`src/hw/rtl/tun_pkg.sv`:
```
`timescale 1ns / 1ps
// ----------------------------------------------------------------------------
// tun_pkg: shared types and constants of the triangle unit normal block
// Fixed-point formats, pipeline depth and the payload carried along the
// square-root and divider cell chains.
// ----------------------------------------------------------------------------
package tun_pkg;

  localparam int InWidth        = 32;
  localparam int CoordWidth     = 32;
  localparam int NormalFracBits = 14;
  localparam int OutWidth       = NormalFracBits + 2;

  localparam int EdgeWidth   = CoordWidth + 1;
  localparam int ProdWidth   = 2 * EdgeWidth;
  localparam int CrossWidth  = ProdWidth + 1;
  localparam int MagWidth    = 2 * CoordWidth + 1;
  localparam int NormSteps   = $clog2(MagWidth);

  // scaled components sit in [2^30, 2^31) for the largest one
  localparam int ScaledWidth   = 31;
  localparam int SquareWidth   = 2 * ScaledWidth;
  localparam int SumWidth      = 2 * ScaledWidth + 2;
  localparam int RootWidth     = SumWidth / 2;
  localparam int SqRemWidth    = RootWidth + 3;
  localparam int QuotWidth     = NormalFracBits + 1;
  localparam int DividendWidth = ScaledWidth + NormalFracBits + 1;

  localparam int FrontStages = 4 + NormSteps + 2;
  localparam int NumStages   = FrontStages + RootWidth + 1 + QuotWidth;

  localparam logic [QuotWidth-1:0] FullScale = QuotWidth'(1) << NormalFracBits;

  typedef struct packed {
    logic signed [InWidth-1:0] p0_x;
    logic signed [InWidth-1:0] p0_y;
    logic signed [InWidth-1:0] p0_z;
    logic signed [InWidth-1:0] p1_x;
    logic signed [InWidth-1:0] p1_y;
    logic signed [InWidth-1:0] p1_z;
    logic signed [InWidth-1:0] p2_x;
    logic signed [InWidth-1:0] p2_y;
    logic signed [InWidth-1:0] p2_z;
  } in_t;

  typedef struct packed {
    logic signed [OutWidth-1:0] normal_x;
    logic signed [OutWidth-1:0] normal_y;
    logic signed [OutWidth-1:0] normal_z;
    logic                       degenerate;
  } out_t;

  typedef logic [MagWidth-1:0]    mag_t;
  typedef logic [ScaledWidth-1:0] scaled_t;

  typedef struct packed {
    mag_t [2:0] mg;
    logic [2:0] neg;
    logic       degen;
  } norm_t;

  typedef struct packed {
    scaled_t [2:0] s;
    logic [2:0]    neg;
    logic          degen;
  } dir_t;

  typedef struct packed {
    logic [SumWidth-1:0]   rad;
    logic [SqRemWidth-1:0] rem;
    logic [RootWidth-1:0]  root;
    dir_t                  dir;
  } sq_t;

  typedef struct packed {
    logic [RootWidth-1:0]        len;
    logic [2:0][RootWidth-1:0]   rem;
    logic [2:0][QuotWidth-1:0]   low;
    logic [2:0][QuotWidth-1:0]   quot;
    logic [2:0]                  neg;
    logic                        degen;
  } dv_t;

endpackage

```
`src/hw/rtl/tun_div_cell.sv`:
```
`timescale 1ns / 1ps
// ----------------------------------------------------------------------------
// tun_div_cell: one quotient bit for three lanes
// Restoring division step on each component against the shared length.
// ----------------------------------------------------------------------------
module tun_div_cell import tun_pkg::*; (
  input  logic clk_i,
  input  logic en_i,
  input  dv_t  dv_i,
  output dv_t  dv_o
);

  dv_t dv_d, dv_q;

  always_comb begin
    logic [RootWidth:0] r2;
    logic [RootWidth:0] dsr;
    logic               ge;
    dv_d = dv_i;
    dsr  = {1'b0, dv_i.len};
    for (int i = 0; i < 3; i++) begin
      r2            = {dv_i.rem[i], dv_i.low[i][QuotWidth-1]};
      ge            = (r2 >= dsr);
      dv_d.rem[i]   = ge ? RootWidth'(r2 - dsr) : RootWidth'(r2);
      dv_d.low[i]   = {dv_i.low[i][QuotWidth-2:0], 1'b0};
      dv_d.quot[i]  = {dv_i.quot[i][QuotWidth-2:0], ge};
    end
  end

  always_ff @(posedge clk_i) begin
    if (en_i) begin
      dv_q <= dv_d;
    end
  end

  assign dv_o = dv_q;

endmodule

```
`config.mk`:
```
export PLATFORM = sky130hd
export DESIGN_NAME = tun_div_cell
export DESIGN_NICKNAME = d
export VERILOG_FILES = /design/src/hw/rtl/tun_pkg.sv /design/src/hw/rtl/tun_div_cell.sv
export SDC_FILE = /design/constraint.sdc
export NUM_CORES = 1
export LEC_CHECK = 0
export ABC_AREA = 1
export BUFFER_PORTS_ARGS = -buffer_cell sky130_fd_sc_hd__clkbuf_2
export CORE_ASPECT_RATIO = 1.75
export CORE_MARGIN = 3
export CORE_UTILIZATION = 42
export CTS_BUF_LIST = sky130_fd_sc_hd__clkbuf_4 sky130_fd_sc_hd__clkbuf_8 sky130_fd_sc_hd__clkbuf_16
export CTS_CLUSTER_DIAMETER = 120
export DETAILED_ROUTE_END_ITERATION = 6
export PLACE_DENSITY = 0.64
export SLEW_MARGIN = 30
export SYNTH_ARGS = -nofsm -noshare
export SYNTH_HDL_FRONTEND = slang
export SYNTH_SLANG_ARGS = --single-unit
```
`constraint.sdc`:
```
create_clock -name clk_i -period 3 [get_ports clk_i]
set_input_delay 0.6 -clock clk_i [delete_from_list [all_inputs] [get_ports clk_i]]
set_output_delay 0.6 -clock clk_i [all_outputs]
set_load 0.01 [all_outputs]
```
After elaboration in Yosys (flattened, before gate mapping)

Index checks and enable logic that the tools add are counted.

Word-level logic and storage cells: 21
Bits in registers: 219

Order comparisons: 3
Muxes and demuxes: 3
Add/sub/neg operators: 3

Operators with widths:

| kind           | number |
|---|---|
| $ge 33x32->1   | 3 |
| $mux 32        | 3 |
| $sub 32x32->32 | 3 |

Logic depth before layout (Yosys ltp)

Gate-level depths: netlist of the first run.

Word-level depth: 2
Mapped depth: 16
Gate-level depth less buffers: 15

Least setup slack after synthesis of the first run

OpenSTA, ideal clock, no wires.

Path kind: input-to-reg
Start: input dv_i[194] (netlist name)
End: register dv_q, in the netlist dv_o[176] (data pin)
Path buffers: 1
Cell stages on the path: 14
Required time: 2748 ps
Setup time: 252 ps
Slack: 757 ps
Arrival: 1991 ps
Cell sequence: inv_1 > ha_1 > nand2_1 > nand2_1 > nand3b_2 > nand2_2 > nand2_4 > nand2_4 > nand2_4 > nand2_4 > nand2_8 > buf_12 > nand2_1 > nand2_1

RTL lines:

| item                   | RTL line           | RTL |
|---|---|---|
| start: declaration     | tun_div_cell.sv:9  | `input dv_t dv_i,` |
| end signal: assignment | tun_div_cell.sv:32 | `dv_q <= dv_d;` |
| end: declaration       | tun_div_cell.sv:13 | `dv_t dv_d, dv_q;` |

==> reports/summary.md, run 1 <==
The via count of the first global-routing pass was 15800. The adder and majority cell fraction of the synthesized area is 0.0795, and the total of endpoints with negative setup slack in the final report is 0. At the worst endpoint, the required time is 3.26 ns.

The tools report the number of slew-limit violations in the final report as 0. The count of H-tree levels built during CTS was 1. Entering global routing, the biggest net connects 63 pins.

Of all cell types, the one taking the most synthesized area is sky130_fd_sc_hd__edfxtp_1. The most critical setup path has its startpoint at dv_i[218]. The starting utilization of the core area is 0.429, and the post-cts resize count is 0.

The tools report the static power due to leakage as 11.1 nW. Clock tree synthesis inserted a total of 21 buffers. After global routing the overflow that remains totals 0. In the final layout, flip-flops and latches occupy 6580 µm². The final period demand of the worst path was 2.40 ns.

The die is 263 µm tall. The share of the synthesized area in the top cell type works out to 0.415. The routed length per instance was 19.8 µm; the total core area was 37000 µm². The worst setup path is of the in -> reg kind.

CTS placed an instance of sky130_fd_sc_hd__clkbuf_16 at the clock tree root. In this run the core area contains 93 standard-cell rows. A synthesized cell averages 7.33 µm². The xor/xnor cell area share of the yosys netlist works out to 0.0232. Clock-pin slew was measured on the worst setup and hold paths at 0.08 ns. Number of antenna violations at the first check in global routing: 2. By area the synthesized netlist is led by sky130_fd_sc_hd__edfxtp_1 41%, sky130_fd_sc_hd__nand2_1 21%, sky130_fd_sc_hd__inv_1 9.7%. In this run the worst path has a maximum fanout of 35. The flip-flop count of the largest register, all copies and words added is 219. VDD sags by at most 0.399 mV. The fill cell total of the finished layout was 3761. The tools report the worst-case clock buffer depth as 3. The worst min-delay path startpoint is dv_i[54]. The global routing usage summed across all routing layers is 0.299, and the area occupied by multi-input gates is 7500 µm².

After the last flow step, the layout net total stands at 2983. Dividing the detail-routed via count by the number of cells gives 4.93. After synthesis the netlist holds a flip-flop and latch count of 219. Cell total after placement: 3112. Data on the critical path arrives at its endpoint at 2.67 ns. For this design the top-level I/O count stands at 446.

The count of antenna diodes in the layout is 0, and the netlist area before placement is 15900 µm². The layout overhead on the synthesized area came out at 24.5%. Multiplexer share of the synthesized area: 0. The congestion estimate from routability-driven global placement came to 0.982.

The tools report the count of vias placed by the detailed router as 15500. Synthesis instantiated 33 different standard cells from the library. After detailed routing, the number of remaining DRC violations is 0. The tools report the termination of the worst setup path as dv_o[157].

Setup repair after global routing left no endpoint under its margin. The chip width came out at 153 µm. The most common flop cell mapped by yosys was sky130_fd_sc_hd__edfxtp_1. In this run the power density over the cells is 488 nW/µm². The synthesized-area fraction occupied by ao, oa, aoi and oai cells came out at 0.0226. Largest family of logic cells by synthesized area: simple AND/OR/NAND/NOR gates. In this run the remaining antenna-violating nets after routing total 0.

The tools report the floorplan die area as 40200 µm². The commonest cells after synthesis are 882 x sky130_fd_sc_hd__nand2_1, 409 x sky130_fd_sc_hd__inv_1, 219 x sky130_fd_sc_hd__edfxtp_1. TritonCTS built the clock tree. The simple-gate portion of the synthesized area was 0.347.

The number of enable-type register cells in the synthesized netlist came out at 219. The share of flip-flops with an asynchronous set or reset works out to 0. Post-route setup TNS: 0 ns.

The tools report the number of sinks on the clock net as 219. The layout cell share with drive strength beyond 1 came out at 0.224. Library cell with the highest instance count after synthesis: sky130_fd_sc_hd__nand2_1. In this run the worst hold path is classified as in -> reg. Static timing analysis puts the maximum clock frequency at 0.416 GHz. At the pin with the least slew margin, the transition time is 0.577 ns.

The number of warnings reported in the yosys synthesis log is 0. Once the clock tree was built, the setup fixing pass inserted 0 buffers. Synthesis produced 2163 cells. The first global-routing pass estimated 90800 µm of wire. The run finished with clean final reports. The number of port buffers was 439. The normalized max-slew margin was 0.615; the part of the cycle the worst path needs was 0.801.

The tools report the number of max-cap violations as 0. Startpoint type of the worst setup path: an input port. The count of endpoints failing hold in the final timing report was 0; the number of standard cells in the final layout excluding fillers was 3149. The worst setup path is captured at a flop. The number of hold buffers added after cts is 0, and the overall routed net length is 62300 µm. The first-pass iteration count of the detailed router is 5, and the DRC violation total after the first TritonRoute iteration is 699. Estimated wirelength of the detail-placed design: 53500 µm. For the portion of the post-synthesis area used by sequential elements, the log shows 0.415.
-- critical path: stages --
cell                       delay, ns
sky130_fd_sc_hd__clkbuf_2       0.09
sky130_fd_sc_hd__inv_1          0.19
sky130_fd_sc_hd__ha_1           0.34
sky130_fd_sc_hd__a21oi_1        0.26
sky130_fd_sc_hd__o21ai_0        0.22
sky130_fd_sc_hd__a21oi_1        0.20
sky130_fd_sc_hd__nand2_1        0.11
sky130_fd_sc_hd__nor2_4         0.15
sky130_fd_sc_hd__nand2_8        0.21
sky130_fd_sc_hd__nand3_1        0.15
sky130_fd_sc_hd__nand2_1        0.13
-- how the worst min path moves through the flow --
stage	endpoint	depth (start not counted)
after floorplan	dv_o[0]	0
after global placement	dv_o[20]	1
after detailed placement	dv_o[36]	1
after CTS	dv_o[55]	1
after global routing	dv_o[36]	1
final	dv_o[55]	1
-- power breakdown --
| group | total (mW) | switching (mW) | internal, mW | leakage [nW] |
|---|---|---|---|---|
| sequential | 3.91 | 0.119 | 3.79 | 2.14 |
| combinational | 2.93 | 1.90 | 1.03 | 8.59 |
| clock | 2.80 | 1.21 | 1.58 | 0.341 |
-- cell usage in the layout, fill, tap and decap left out --
cell	count
sky130_fd_sc_hd__nor3_2	2
sky130_fd_sc_hd__buf_4	54
sky130_fd_sc_hd__nor2_4	3
sky130_fd_sc_hd__o21bai_1	5
sky130_fd_sc_hd__or2_2	2
sky130_fd_sc_hd__nor2_2	9
sky130_fd_sc_hd__xnor2_1	3
sky130_fd_sc_hd__nand3b_2	2
sky130_fd_sc_hd__clkbuf_4	4
sky130_fd_sc_hd__clkbuf_2	438
sky130_fd_sc_hd__nand2_2	13
sky130_fd_sc_hd__and2_1	15
sky130_fd_sc_hd__ha_1	96
sky130_fd_sc_hd__xor2_1	39
sky130_fd_sc_hd__clkinv_2	3
sky130_fd_sc_hd__bufinv_16	3
sky130_fd_sc_hd__inv_1	409
sky130_fd_sc_hd__nand4_1	11
sky130_fd_sc_hd__conb_1	3
sky130_fd_sc_hd__nor3_1	21
sky130_fd_sc_hd__clkinvlp_4	2
sky130_fd_sc_hd__o21ai_0	3
sky130_fd_sc_hd__nand2_8	2
sky130_fd_sc_hd__inv_6	1
sky130_fd_sc_hd__buf_12	11
sky130_fd_sc_hd__nand3_2	13
sky130_fd_sc_hd__buf_8	1
sky130_fd_sc_hd__nand2_4	10
sky130_fd_sc_hd__clkbuf_16	21
sky130_fd_sc_hd__edfxtp_1	219
sky130_fd_sc_hd__clkinv_1	3
sky130_fd_sc_hd__nor3_4	1
sky130_fd_sc_hd__a21oi_1	61
sky130_fd_sc_hd__nand2_1	882
sky130_fd_sc_hd__inv_2	3
sky130_fd_sc_hd__fa_1	3
sky130_fd_sc_hd__nor2_1	117
sky130_fd_sc_hd__nand3_1	175
sky130_fd_sc_hd__nand3b_1	11
-- routing by layer --
layer / vias to the layer above / wire length, µm / GRT usage
li1: 7740 / - / -
met1: 7091 / 19900 / 0.273
met2: 545 / 35400 / 0.619
met3: 131 / 2990 / 0.0377
met4: 4 / 3990 / 0.161
met5: - / 26 / 0
-- cells by family (layout without fill, tap and decap cells) --
group           after synthesis  in the layout
other cells                   1              3
xor+xnor                     42             42
simple gates               1289           1289
compound gates               69             69
buf+inv                     444            953
flops                       219            219
fa+ha+maj                    99             99
-- cell type report --
| type | count | share of cell area |
|---|---|---|
| Clock buffer | 25 | 0.0281 |
| Inverter | 412 | 0.0783 |
| Multi-Input combinational cell | 1502 | 0.380 |
| Clock inverter | 12 | 0.00710 |
| Tap cell | 475 | 0.0301 |
| Timing Repair Buffer | 504 | 0.143 |
| Sequential cell | 219 | 0.333 |
-- metrics by stage --
step	area, µm²	setup WS [ns]	power (mW)	hold WS (ns)	utilization
2_1_floorplan	15900	0.757	5.61	0.699	-
3_3_place_gp	19000	0.0638	6.89	0.778	0.515
3_5_place_dp	19000	0.0561	6.92	0.779	0.515
4_1_cts	19700	0.629	9.73	0.206	0.534
5_1_grt	19700	0.442	10.2	0.211	0.534
6_report	19700	0.597	9.64	0.220	0.534
No activity file was read; power rests on OpenSTA's default activity.
==> inputs of run 2 (changes only) <==
clock period = 2.41 ns   (was 3 ns; I/O delays follow)
==> run 2 against run 1 <==
  * Design area increased by 12%
  * Hold slack got worse by 0.099 ns
  * Sequential power up 25%
  * Sequential share of layout area decreased by 3.4 points
  * Global-route usage rose by 1.5 points
  * Final cell count grew 9.4%
  * Die area is the same
  * Via count increased by 6.9%
  * Total power is 30% higher
  * Critical path type unchanged
  * Critical endpoint is now dv_o[150]
  * Largest power group unchanged
==> reports/summary.md, run 2 (synthesis results as in run 1) <==
Setup repair after global routing left no endpoint under its margin. The global route total overflow was 0 (unchanged); the number of hold buffers added after cts was 0 (unchanged). Fill cell total of the finished layout: 3555 (was 3761).

The logs give 56900 µm (was 53500 µm) for the estimated wirelength of the detail-placed design and 95700 µm (was 90800 µm) for the first-pass GRT wire length. The final period demand of the worst path works out to 2.27 ns. Type of the setup path with the least slack: in -> reg (unchanged). The run gives 21300 µm² (was 19000 µm²) as the placed instance area. The worst-case clock buffer depth was 3 (unchanged).

Critical Path, Cell by Cell: clkbuf_2 -> ha_1 -> fa_1 -> inv_1 -> nand3_1 -> nand3_1 -> nand2_1 -> nand3_1 -> nand2_1 -> nand3_1 -> nand2_1 -> nand3_2 -> nand2_1 (was clkbuf_2 -> inv_1 -> ha_1 -> a21oi_1 -> o21ai_0 -> a21oi_1 -> nand2_1 -> nor2_4 -> nand2_8 -> nand3_1 -> nand2_1). The start point of the critical path was dv_i[190] (was dv_i[218]). The areal power density over the cells was 570 nW/µm² (was 488 nW/µm²); the count of endpoints failing hold in the final timing report was 0 (unchanged). The layout cell share with drive strength beyond 1 came out at 0.301 (was 0.224). The clock buffer count from CTS was 22 (was 21).

The number of max-cap violations came out at 0 (unchanged). The final core area utilization is 0.595 (was 0.534). Cell class contributing the biggest share of worst-path delay: simple AND/OR/NAND/NOR gates (unchanged). The routed length per instance was 19.0 µm (was 19.8 µm); the top achievable clock speed was 0.441 GHz.

For the pin count of the biggest net entering global routing, the log shows 58 (was 63). The buffer type at the clock tree root was sky130_fd_sc_hd__clkbuf_16 (unchanged). The pin slew with the least headroom to its limit was 0.535 ns (was 0.577 ns); the arrival time reported for the critical path endpoint was 2.56 ns (was 2.67 ns). The tools report the critical path required time as 2.71 ns (was 3.26 ns). For the DRC violation total after the first TritonRoute iteration, the log shows 670 (was 699). The number of slew-limit violations in the final report is 0 (unchanged). The total core area was 37000 µm² (unchanged); the count of vias placed by the detailed router was 16600 (was 15500). The logs give 5 (unchanged) for the first-pass iteration count of the detailed router and 0.429 (unchanged) for the starting utilization of the core area. The run gives 93 (unchanged) as the placement row count.

The flip-flop count of the largest register, all copies and words added is 219 (unchanged). The number of port buffers was 439 (unchanged). The run finished with clean final reports. The run gives 17000 (was 15800) as the via count of the first global-routing pass.

The tools report the hold-critical path endpoint as dv_o[78] (was dv_o[55]). The normalized max-slew margin was 0.643 (was 0.615). For the DRC violation count after routing, the log shows 0 (unchanged).

Largest fanout on the critical path: 4 (was 35). For the post-cts resize count, the log shows 0 (unchanged). The startpoint type of the worst setup path was an input port (unchanged).

Highest-count cells in the layout ignoring fill and taps: 882 x sky130_fd_sc_hd__nand2_1, 438 x sky130_fd_sc_hd__clkbuf_2, 409 x sky130_fd_sc_hd__inv_1 (unchanged). For the routability-driven placement congestion ratio, the log shows 0.956 (was 0.982). The hold-critical path depth was 1 (unchanged); the height of the chip was 263 µm (unchanged). The run gives 2 (unchanged) as the number of antenna violations at the first check in global routing.

The count of pins on the block boundary was 446 (unchanged). The chip width was 153 µm (unchanged); the total of endpoints with negative setup slack in the final report was 0 (unchanged). The number of sinks on the clock net was 219 (unchanged).

The count of buffer and inverter cells on the critical path was 2 (unchanged). The tools report the floorplan die area as 40200 µm² (unchanged). The layout overhead on the synthesized area works out to 38.8% (was 24.5%). The delay of the slowest critical-path stage came out at 0.43 ns (was 0.34 ns). The static power due to leakage is 12.5 nW (was 11.1 nW). The count of H-tree levels built during CTS was 1 (unchanged); the register clock-pin slew on the reported worst setup and hold paths was 0.06 ns (was 0.08 ns).

The worst min-delay path category was in -> reg (unchanged). The slowest library cell on the worst path is sky130_fd_sc_hd__fa_1 (was sky130_fd_sc_hd__ha_1). The logs give 3276 (was 2983) for the final layout net count and 0.550 mV (was 0.399 mV) for the peak supply drop. Global routing usage summed across all routing layers: 0.315 (was 0.299). The most common cell after layout, fill and taps aside is sky130_fd_sc_hd__nand2_1 (unchanged).

The worst min-delay path startpoint is dv_i[77] (was dv_i[54]). The number of vias per cell after detailed routing is 4.81 (was 4.93), and the overall routed net length is 65400 µm (was 62300 µm). TritonCTS built the clock tree.

The part of the cycle the worst path needs is 0.940. The design area is 22000 µm² (was 19700 µm²). The endpoint class of the critical path is a flop (unchanged). The number of antenna-violating nets in the routed design came out at 0 (unchanged).

For the buffers inserted during post-CTS setup optimization, the log shows 0 (unchanged).
==> run 2: worst max-delay path by stage <==
stage,to,slack (ns),cells past startpoint
finish,dv_o[150],0.14,13
global route,dv_o[178],0.06,16
CTS,dv_o[123],0.20,15
detailed placement,dv_o[123],-0.37,15
global placement,dv_o[188],-0.31,13
floorplan,dv_o[176],0.28,14
==> run 2: routing by layer <==
layer  vias up  track usage  part of all wire
met5         -            0                 0
met2       546        0.658              0.58
met4         0        0.166             0.062
met1      7567        0.285              0.32
li1       8336            -                 -
met3       127       0.0326             0.047
==> run 2: area by class of cell <==
class,instances,area [µm²],area share
sequential,219,6580,0.299
inverter,412,1550,0.0702
timing repair buffer,796,5120,0.233
clock buffer,24,583,0.0265
tap,475,594,0.0270
clock inverter,15,95.1,0.00432
antenna,1,2.50,0.000114
multi-input combinational,1502,7500,0.341
==> run 2: metrics by stage <==
stage               hold WS (ns)  instances  TNS [ns]  worst slack, ns  power [mW]
floorplan                  0.581       2165         0            0.285        6.98
global placement           0.660       3404    -26.30           -0.315        9.23
detailed placement         0.661       3404    -29.48           -0.370        9.30
CTS                        0.102       3443         0            0.196        12.6
global route               0.111       3443         0           0.0647        13.2
finish                     0.120       3444         0            0.145        12.6
==> run 2: power breakdown <==
part | switching [mW] | internal [mW] | leakage [nW]
Combinational | 2.52 | 1.81 | 10.0
Sequential | 0.163 | 4.72 | 2.14
Clock | 1.57 | 1.77 | 0.334
Total | 4.25 | 8.30 | 12.5
