$ cat src/hw/rtl/tun_pkg.sv
`timescale 1ns / 1ps
// ----------------------------------------------------------------------------
// tun_pkg: shared types and constants of the triangle unit normal block
// Fixed-point formats, pipeline depth and the payload carried along the
// square-root and divider cell chains.
// ----------------------------------------------------------------------------
package tun_pkg;

  localparam int InWidth        = 32;
  localparam int CoordWidth     = 32;
  localparam int NormalFracBits = 14;
  localparam int OutWidth       = NormalFracBits + 2;

  localparam int EdgeWidth   = CoordWidth + 1;
  localparam int ProdWidth   = 2 * EdgeWidth;
  localparam int CrossWidth  = ProdWidth + 1;
  localparam int MagWidth    = 2 * CoordWidth + 1;
  localparam int NormSteps   = $clog2(MagWidth);

  // scaled components sit in [2^30, 2^31) for the largest one
  localparam int ScaledWidth   = 31;
  localparam int SquareWidth   = 2 * ScaledWidth;
  localparam int SumWidth      = 2 * ScaledWidth + 2;
  localparam int RootWidth     = SumWidth / 2;
  localparam int SqRemWidth    = RootWidth + 3;
  localparam int QuotWidth     = NormalFracBits + 1;
  localparam int DividendWidth = ScaledWidth + NormalFracBits + 1;

  localparam int FrontStages = 4 + NormSteps + 2;
  localparam int NumStages   = FrontStages + RootWidth + 1 + QuotWidth;

  localparam logic [QuotWidth-1:0] FullScale = QuotWidth'(1) << NormalFracBits;

  typedef struct packed {
    logic signed [InWidth-1:0] p0_x;
    logic signed [InWidth-1:0] p0_y;
    logic signed [InWidth-1:0] p0_z;
    logic signed [InWidth-1:0] p1_x;
    logic signed [InWidth-1:0] p1_y;
    logic signed [InWidth-1:0] p1_z;
    logic signed [InWidth-1:0] p2_x;
    logic signed [InWidth-1:0] p2_y;
    logic signed [InWidth-1:0] p2_z;
  } in_t;

  typedef struct packed {
    logic signed [OutWidth-1:0] normal_x;
    logic signed [OutWidth-1:0] normal_y;
    logic signed [OutWidth-1:0] normal_z;
    logic                       degenerate;
  } out_t;

  typedef logic [MagWidth-1:0]    mag_t;
  typedef logic [ScaledWidth-1:0] scaled_t;

  typedef struct packed {
    mag_t [2:0] mg;
    logic [2:0] neg;
    logic       degen;
  } norm_t;

  typedef struct packed {
    scaled_t [2:0] s;
    logic [2:0]    neg;
    logic          degen;
  } dir_t;

  typedef struct packed {
    logic [SumWidth-1:0]   rad;
    logic [SqRemWidth-1:0] rem;
    logic [RootWidth-1:0]  root;
    dir_t                  dir;
  } sq_t;

  typedef struct packed {
    logic [RootWidth-1:0]        len;
    logic [2:0][RootWidth-1:0]   rem;
    logic [2:0][QuotWidth-1:0]   low;
    logic [2:0][QuotWidth-1:0]   quot;
    logic [2:0]                  neg;
    logic                        degen;
  } dv_t;

endpackage

$ cat src/hw/rtl/tun_sqrt_cell.sv
`timescale 1ns / 1ps
// ----------------------------------------------------------------------------
// tun_sqrt_cell: one root bit of the integer square root
// Takes two radicand bits, tries the next root bit, passes the rest on.
// ----------------------------------------------------------------------------
module tun_sqrt_cell import tun_pkg::*; (
  input  logic clk_i,
  input  logic en_i,
  input  sq_t  sq_i,
  output sq_t  sq_o
);

  logic [SqRemWidth-1:0] shifted, trial;
  logic                  ge;
  sq_t                   sq_d, sq_q;

  always_comb begin
    shifted = {sq_i.rem[SqRemWidth-3:0], sq_i.rad[SumWidth-1 -: 2]};
    trial   = SqRemWidth'({sq_i.root, 2'b01});
    ge      = (shifted >= trial);
    sq_d      = sq_i;
    sq_d.rad  = sq_i.rad << 2;
    sq_d.rem  = ge ? (shifted - trial) : shifted;
    sq_d.root = {sq_i.root[RootWidth-2:0], ge};
  end

  always_ff @(posedge clk_i) begin
    if (en_i) begin
      sq_q <= sq_d;
    end
  end

  assign sq_o = sq_q;

endmodule

$ cat config.mk
export PLATFORM = sky130hd
export DESIGN_NAME = tun_sqrt_cell
export DESIGN_NICKNAME = d
export VERILOG_FILES = /design/src/hw/rtl/tun_pkg.sv /design/src/hw/rtl/tun_sqrt_cell.sv
export SDC_FILE = /design/constraint.sdc
export NUM_CORES = 1
export LEC_CHECK = 0
export ABC_AREA = 1
export BUFFER_PORTS_ARGS = -buffer_cell sky130_fd_sc_hd__buf_2
export CAP_MARGIN = 20
export CELL_PAD_IN_SITES_DETAIL_PLACEMENT = 0
export CELL_PAD_IN_SITES_GLOBAL_PLACEMENT = 1
export CORE_AREA = 2 2 177 179
export DETAILED_ROUTE_END_ITERATION = 10
export DIE_AREA = 0 0 179 181
export GPL_TIMING_DRIVEN = 0
export PLACE_DENSITY = 0.82
export SLEW_MARGIN = 20
export SYNTH_ARGS = -nofsm -noshare
export SYNTH_HDL_FRONTEND = slang
export SYNTH_SLANG_ARGS = --single-unit
$ cat constraint.sdc
create_clock -name clk_i -period 3 [get_ports clk_i]
set_clock_uncertainty 0.2 [all_clocks]
set_input_delay 0.6 -clock clk_i [delete_from_list [all_inputs] [get_ports clk_i]]
set_output_delay 0.6 -clock clk_i [all_outputs]
set_load 0.01 [all_outputs]
After elaboration in Yosys (flattened, before gate mapping)
Index checks and enable logic that the tools add are counted.
{"block": "word_totals", "register_bits": 226, "in_bits": 230, "elab_cells": 11}
{"block": "op_classes", "n_addsub": 1, "magnitude_cmp": 1, "n_mux": 1}
{"cell": "$ge A35 B34 Y1", "n": 1}
{"cell": "$mux W35", "n": 1}
{"cell": "$sub A35 B34 Y35", "n": 1}

Longest topological paths before layout
Gate-level depths: netlist of run 1.
{"block": "logic_depth", "word_depth": 2, "ltp_mapped": 16, "ltp_nobuf": 15}

Least setup slack after synthesis of run 1
OpenSTA, ideal clock, no wires.
{"block": "synth_timing", "kind": "input to register", "from": "in sq_i[111] (netlist name)", "to": "reg sq_q (netlist bit sq_o[146]) (data pin)", "arrival_ns": 1.975, "required_ns": 2.548, "slack_ns": 0.573, "stages": 13, "path_buffers": 1, "path_cell_list": "inv_1 -> ha_1 -> nand2_1 -> inv_1 -> nand2_1 -> inv_1 -> a21oi_2 -> nand3_2 -> nand3_2 -> nand2_4 -> buf_4 -> nand2_1 -> nand2_1"}
{"item": "from (decl)", "line_no": "tun_sqrt_cell.sv:9", "rtl": "input sq_t sq_i,"}
{"item": "to (signal assigned)", "line_no": "tun_sqrt_cell.sv:29", "rtl": "sq_q <= sq_d;"}
{"item": "to (decl)", "line_no": "tun_sqrt_cell.sv:15", "rtl": "sq_t sq_d, sq_q;"}

==> results of run 1 <==
per-stage QoR:
stage,hold slack [ns],area [µm²],power (mW),setup TNS (ns),worst slack [ns]
final,0.0466,13600,8.25,0,0.481
after floorplan,0.499,9920,4.61,0,0.573
after CTS,0.0252,13500,8.36,0,0.455
after detailed placement,0.578,12800,5.36,-0.756,-0.0897
after global placement,0.577,12700,5.36,-420.85,-1.88
after global routing,0.0195,13600,8.63,0,0.345
cells in the final DEF, fill, tap and decap left out, drive strengths merged, types with 4 or more instances in the layout:
master | netlist | layout
buf | 8 | 463
nand2 | 309 | 309
edfxtp | 226 | 226
inv | 129 | 130
nor2 | 61 | 61
nand3 | 35 | 35
ha | 34 | 34
clkbuf | 0 | 34
a21oi | 27 | 27
xor2 | 16 | 16
diode | 0 | 15
nor3 | 11 | 11
clkinv | 1 | 11
nand3b | 10 | 10
o21ai | 7 | 7
nand4 | 4 | 4
cells by family (layout without fill, tap and decap cells):
kind of cell,count (synthesis),count (layout),share of synthesized area (%)
compound gates,40,40,2.24
xor+xnor,18,18,1.59
fa+ha+maj,34,34,4.29
buf+inv,138,640,5.70
flops,226,226,68.4
other cells,1,17,0.0378
simple gates,430,430,17.7
metal layers:
| metal | wire [µm] | up-vias | GRT usage [%] |
|---|---|---|---|
| met5 | 131 | - | 0 |
| met4 | 1090 | 20 | 6.21 |
| met3 | 4480 | 76 | 8.50 |
| met2 | 16800 | 336 | 35.2 |
| met1 | 14400 | 3741 | 27.3 |
| li1 | - | 3911 | - |
where the power goes:
part | internal (mW) | switching [mW]
clock | 1.73 | 1.25
sequential | 3.81 | 0.0696
combinational | 0.517 | 0.883
total | 6.06 | 2.20
path summary, 6_finish.rpt:
check,from,endpoint,slack (ns)
worst max-delay path,sq_i[104],sq_o[147],0.48
worst min-delay path,sq_i[80],sq_o[80],0.05
layout make-up:
type	instances	area [µm²]
fillers	2916	16800
flip-flops and latches	226	6790
multi-input cells	524	2570
repair buffers	455	2330
clock buffers	34	702
well taps	396	495
inverters	130	490
clock inverters	13	92.6
plain buffers	8	75.1
diodes	15	37.5
==> impl_results.md, run 1 <==
- Number of DRC violations after detailed-routing iteration 0: 550
- CP dominant cell by count: nand2_1
- Leak pwr: 6.53 nW
- Inserted Clock Buffers: 26
- Share of layout cells above drive strength 1: 37.1%
- DRC Markers: 0
- Critical Path RT: 3.06 ns
- DRT Pass-1 Iters: 4
- CP arrival: 2.58 ns
- Pin count of the biggest net entering global routing: 106
- Antenna Nets Post-Route: 0
- Cells after Synth: 887
- First-pass GRT wire length: 51,500 µm
- Crit-path max FO: 10
- Clk root buf: clkbuf_16
- CP max-delay cell: ha_1
- Cell taking the most area after synthesis: edfxtp_1
- Bufs on Longest Clock Path: 3
- WL/cell: 20.5 µm
- Final period util: 84.0%
- Register area share after synthesis: 68.4%
- Peak supply drop: 349 µV
- Crit path cell chain: buf_2 > inv_1 > ha_1 > nand2_1 > inv_1 > nand2_1 > nor3_1 > nand3b_1 > nor2_1 > nor2_2 > nand2_4 > inv_4 > buf_6 > nand2_1 > nand2_1
- Fmax achieved: 0.397 GHz
- Least-Margin Pin Slew: 0.542 ns
- Power per Cell Area: 608 nW/µm²
- Hold Path Class: input pin to flip-flop
- Post-Syn Area per Cell: 11.2 µm²
- CP delay by family, top: simple AND/OR/NAND/NOR gates
- Port bufs: 453
- Vias: 8,084
- Rel. slew slack: 63.8%
- Initial antenna violation count: 24
- Cell count along the critical path: 15
- Cells after DPL: 1,739
- # IOs: 458
- Minimum clock period: 2.52 ns
- Final Hold Fails: 0
- Max-slew violations: 0
- Core area: 30,300 µm²
- Final core occ: 44.8%
- Total Routing Usage GR: 21.9%
- Synth warnings: 0
- Die height: 181 µm
- Cell Rows: 64
- Post_cts resized: 0
- CTS Hold Bufs: 0
- CP peak stage delay: 0.34 ns
- GRT overflow: 0
- Placer Congestion: 0.895
- Vias per inst: 4.49
- Fin nets: 1,635
- CTS HTree Levels: 1
- Top cells by area, synth: edfxtp_1 (68%), nand2_1 (12%), inv_1 (4.7%)
- Netlist cell types: 29
- Final HPWL DP: 30,300 µm
- Final setup vio count: 0
- Asr flop ratio synth: 0%
- Area share of the largest cell type after synthesis: 68.4%
- RSZ-0062 raised after global routing: no
- Setup crit start kind: input pin
- Crit. End Element: flip-flop
- Max Cap Viol: 0
- Most common cell in the netlist: nand2_1
- Post-synth EDFFs: 226
- Syn Std Cell Area: 9920 µm²
- Vias in the first global route: 7,927
- Post-synth top flop: edfxtp_1
- Crit path kind: input pin to flip-flop
- Clock sinks: 226
- Die W: 179 µm
- Post-CTS setup buffers: 0
- Commonest cells in the netlist: nand2_1 (306), edfxtp_1 (226), inv_1 (123)
- Die Area: 32,400 µm²
- Post-Route WL: 37,000 µm
- Max FFs per register: 226
- FF+latch count, synth: 226
- Syn-to-layout area delta: 36.9%
- Register clock-pin slew on the reported worst setup and hold paths: 0.06 ns
- Status: completed
- Worst Path Buf+Inv: 5
- Non-Filler Instances: 1,801
- Hold Path Cell Cnt: 1
- Starting Density: 32.7%
- CTS tree: built
No activity file was read; power rests on OpenSTA's default activity.
==> run 2, diff against run 1 <==
- clock period: 3 -> 2.59 ns (I/O delays scaled with it)
==> run 2 against run 1 <==
  * Worst setup slack worse by 0.31 ns
  * Die area stayed put
  * Clock power is 16% higher
  * Utilization is 6.2 points higher
  * Worst hold slack worse by 0.020 ns
  * Sequential share of layout area is 6.0 points lower
  * Sequential power is 16% higher
  * Global-route usage is 2.1 points higher
  * Cell area is 14% higher
  * Largest cell class unchanged
  * Largest power group unchanged
==> impl_results.md, run 2 (synthesis gave the netlist of run 1 again) <==
- CP peak stage delay: 0.34 ns
- Cell Rows: 64
- Commonest non-fill, non-tap cell in the layout: buf_2
- Least-Margin Pin Slew: 0.550 ns
- Max-slew violations: 0
- CTS tree: built
- Fmax achieved: 0.413 GHz
- Critical Path RT: 2.65 ns
- Status: completed
- Vias per inst: 4.55
- Inserted Clock Buffers: 26
- Internal power: 7.20 mW
- Final Hold Fails: 0
- GRT overflow: 0
- Die W: 179 µm
- CP arrival: 2.48 ns
- # IOs: 458
- Sequential Power Share: 45.6%
- Crit. End Element: flip-flop
- Post-CTS setup buffers: 0
- Die Area: 32,400 µm²
- Crit path kind: input pin to flip-flop
- Multi-input logic area: 2570 µm²
- Storage cell area: 6790 µm²
- DRT Pass-1 Iters: 4
- Commonest non-fill, non-tap cells in the layout: buf_2 (452), nand2_1 (306), edfxtp_1 (226)
- Max Cap Viol: 0
- Bufs on Longest Clock Path: 3
- Syn-to-layout area delta: 55.8%
- Leak pwr: 7.32 nW
- Rel. slew slack: 63.4%
- CP dominant cell by count: nand2_1
- RSZ-0062 raised after global routing: no
- Setup ws final: 0.168 ns
- Final HPWL DP: 30,300 µm
- Starting Density: 32.7%
- FILL cells: 2,724
- Clock share of power: 35.1%
- CP delay by family, top: simple AND/OR/NAND/NOR gates
- Peak supply drop: 409 µV
- Core area: 30,300 µm²
- P_sw: 2.66 mW
- Max FFs per register: 226
- CTS HTree Levels: 1
- Total Routing Usage GR: 24.0%
- DRC Markers: 0
- Hold Path Class: input pin to flip-flop
- Setup crit start kind: input pin
- Design area: 15,500 µm²
- Comb pwr share: 19.2%
- Crit path cell chain: buf_2 > inv_1 > ha_1 > nand2_1 > inv_1 > nand2_1 > nor3_1 > nand3b_1 > nor2_1 > nor2_2 > nand2_4 > inv_4 > buf_6 > nand2_1 > nand2_1
- Placer Congestion: 0.895
- Hold WS: 0.0264 ns
- Place WS: -0.418 ns
- Port bufs: 453
- Clk root buf: clkbuf_16
- DP Area: 12,800 µm²
- Worst Path Buf+Inv: 5
- Sw Share: 27.0%
- First-pass GRT wire length: 56,800 µm
- Clock sinks: 226
- Number of DRC violations after detailed-routing iteration 0: 628
- Antenna Nets Post-Route: 0
- Die height: 181 µm
- CP max-delay cell: ha_1
- Minimum clock period: 2.42 ns
- WL/cell: 20.4 µm
- Initial antenna violation count: 16
- Power per Cell Area: 638 nW/µm²
- Crit-path max FO: 10
- Fin nets: 1,823
- Post-Route WL: 40,500 µm
- Final period util: 93.5%
- Vias in the first global route: 8,964
- Pin count of the biggest net entering global routing: 106
- Vias: 9,037
- Final setup vio count: 0
- Share of layout cells above drive strength 1: 32.6%
- Register clock-pin slew on the reported worst setup and hold paths: 0.06 ns
## run 2: area by class of cell
type	instances	share of cell area [%]
multi-input cells	524	16.6
repair buffers	643	27.3
clock inverters	13	0.599
clock buffers	34	4.54
plain buffers	8	0.486
well taps	396	3.21
inverters	130	3.17
flip-flops and latches	226	43.9
diodes	10	0.162
## run 2: worst paths after layout
check	slack (ns)	end	depth (start not counted)	from
max	0.17	sq_o[147]	15	sq_i[104]
min	0.03	sq_o[113]	1	sq_i[112]
## run 2: power by group through the flow
| stage | registers (mW) | clock network, mW | logic (mW) |
|---|---|---|---|
| after global placement | 4.58 | 0 | 1.62 |
| after CTS | 4.50 | 3.53 | 1.89 |
| final | 4.50 | 3.46 | 1.90 |
| after global routing | 4.53 | 3.70 | 2.06 |
| after floorplan | 4.76 | 0 | 0.580 |
| after detailed placement | 4.57 | 0 | 1.64 |
## run 2: per-layer routing
layer	vias to the layer above	track usage (%)	part of all wire (%)
met5	-	0	0.30
met4	18	9.98	4.9
met3	112	7.91	9.1
met2	395	38.1	45
met1	4227	29.9	41
li1	4285	-	-
## run 2: metrics by stage
| stage | utilization (%) | std cells | power, mW | setup TNS (ns) |
|---|---|---|---|---|
| floorplan | - | 888 | 5.34 | 0 |
| global placement | 41.8 | 1737 | 6.21 | -505.87 |
| detailed placement | 42.0 | 1739 | 6.20 | -11.61 |
| CTS | 50.8 | 1972 | 9.92 | 0 |
| global route | 50.9 | 1979 | 10.3 | 0 |
| finish | 50.9 | 1984 | 9.86 | 0 |
## run 2: repair_timing
action / CTS / global route
hold buffers: 186 / 2
resized for setup: 0 / 0
hold endpoints to repair: 186 / 2
==> run 3, diff against run 2 <==
- GPL_TIMING_DRIVEN: 0 -> default
==> run 3 against run 2 <==
  * Utilization rose by 2.8 points
  * Sequential power hardly changed
  * Worst hold slack gained 0.037 ns
  * First-iteration DRC count shrank 15%
  * Power up 3.6%
  * Count of clock-buffer cells in the layout decreased by 3
==> impl_results.md, run 3 (synthesis gave the netlist of run 1 again) <==
- Clock sinks: 226
- Register clock-pin slew on the reported worst setup and hold paths: 0.06 ns
- GRT overflow: 0
- Number of DRC violations after detailed-routing iteration 0: 532
- CP peak stage delay: 0.53 ns
- Total Routing Usage GR: 24.1%
- Final setup vio count: 0
- Share of layout cells above drive strength 1: 37.1%
- Hold_sp: sq_i[138]
- Placer Congestion: 0.902
- DRT Pass-1 Iters: 5
- Vias in the first global route: 9,335
- Starting Density: 32.7%
- Max-slew violations: 0
- Power per Cell Area: 626 nW/µm²
- Comb pwr share: 20.7%
- Hold Path Class: input pin to flip-flop
- Hold Path Cell Cnt: 3
- Commonest non-fill, non-tap cells in the layout: buf_2 (452), nand2_1 (306), edfxtp_1 (226)
- Bufs on Longest Clock Path: 3
- Vias per inst: 4.49
- Die W: 179 µm
- Status: completed
- Port bufs: 453
- Core area: 30,300 µm²
- Commonest non-fill, non-tap cell in the layout: buf_2
- Setup crit start kind: input pin
- Sw Share: 27.2%
- Hold WS: 0.0635 ns
- Internal power: 7.44 mW
- CTS HTree Levels: 1
- Die height: 181 µm
- Inserted Clock Buffers: 26
- Crit path kind: input pin to flip-flop
- Final HPWL DP: 30,900 µm
- Minimum clock period: 2.49 ns
- Clk root buf: clkbuf_16
- # IOs: 458
- Clock share of power: 35.2%
- Syn-to-layout area delta: 64.4%
- Peak supply drop: 445 µV
- Pin count of the biggest net entering global routing: 57
- Post-Route WL: 41,200 µm
- Final period util: 96.3%
- Final Hold Fails: 0
- P_sw: 2.77 mW
- Design area: 16,300 µm²
- Antenna Nets Post-Route: 0
- Hold Path Sink: sq_o[140]
- Cell Rows: 64
- DRC Markers: 0
- CTS tree: built
- Die Area: 32,400 µm²
- CP arrival: 2.58 ns
- Sequential Power Share: 44.2%
- Fin nets: 1,921
- Leak pwr: 7.83 nW
- Initial antenna violation count: 16
- Fmax achieved: 0.401 GHz
- RSZ-0062 raised after global routing: no
- Max Cap Viol: 0
- Crit path cell chain: dlygate4sd3_1 > buf_2 > inv_1 > ha_4 > inv_1 > nor2_1 > a21oi_1 > nand2_1 > nor2_2 > nand2_4 > buf_12 > clkbuf_16 > nand3_1 > nand2_1
- WL/cell: 19.8 µm
- DP Area: 13,400 µm²
- Crit. End Element: flip-flop
- Max FFs per register: 226
- Critical Path RT: 2.68 ns
- CP max-delay cell: dlygate4sd3_1
- Vias: 9,352
- Crit-path max FO: 11
- First-pass GRT wire length: 57,200 µm
-- run 3: cell types whose count changed in the layout (fill, tap and decap cells not counted), moves of 3 or more --
cell / before / now
buf_12: 0 / 6
buf_4: 4 / 97
buf_6: 4 / 1
clkinv_1: 7 / 2
clkinv_2: 3 / 7
inv_6: 1 / 4
-- run 3: what timing repair did --
| action | in CTS | in global routing |
|---|---|---|
| resized for setup | 0 | 8 |
| endpoints found under the setup margin | 0 | 35 |
| setup buffers | 0 | 2 |
| hold buffers | 189 | 0 |
| hold endpoints to repair | 189 | 0 |
-- run 3: final cells by class --
cell class	count	area [µm²]
fill	2678	14000
sequential	226	6790
timing repair buffer	747	5050
multi-input combinational	524	2590
clock buffer	31	669
inverter	130	500
tap	396	495
clock inverter	17	165
antenna	11	27.5
timing repair inverter	2	17.5
-- run 3: power groups by stage --
stage	logic (mW)	registers (mW)	clock network [mW]
after detailed placement	1.82	4.58	0
after CTS	2.07	4.51	3.66
after global routing	2.29	4.54	3.80
final	2.11	4.51	3.59
after global placement	1.80	4.57	0
after floorplan	0.580	4.76	0
-- run 3: metal layers --
metal / vias up / track usage, % / share of wire [%]
li1: 4477 / - / -
met1: 4383 / 30.0 / 41
met2: 381 / 40.6 / 47
met3: 95 / 5.96 / 8.3
met4: 16 / 8.13 / 4.0
met5: - / 0 / 0.26
-- run 3: critical path: cells and delay by family --
kind / cells / cell delay [ns]
AO/OA/AOI/OAI: 1 / 0.15
adder cells (fa/ha/maj): 1 / 0.23
AND/OR/NAND/NOR: 6 / 0.48
buffers and inverters: 6 / 1.19
-- run 3: worst max path at each step --
stage | start | endpoint | slack (ns) | cells after the start
floorplan | sq_i[111] | sq_o[146] | 0.24 | 13
detailed placement | sq_i[117] | sq_o[138] | -0.20 | 14
finish | sq_i[126] | sq_o[159] | 0.1 | 14
global route | sq_i[126] | sq_o[144] | 0.01 | 14
global placement | sq_i[117] | sq_o[154] | -0.16 | 14
CTS | sq_i[126] | sq_o[138] | 0.03 | 13
-- run 3: through the flow --
| step | TNS, ns | setup slack (ns) | utilization, % | instances | power (mW) |
|---|---|---|---|---|---|
| floorplan | 0 | 0.245 | - | 888 | 5.34 |
| global placement | -5.00 | -0.161 | 44.3 | 1831 | 6.37 |
| detailed placement | -5.44 | -0.200 | 44.3 | 1831 | 6.39 |
| CTS | 0 | 0.0315 | 53.3 | 2068 | 10.2 |
| global route | 0 | 0.0149 | 53.7 | 2079 | 10.6 |
| finish | 0 | 0.0958 | 53.7 | 2084 | 10.2 |
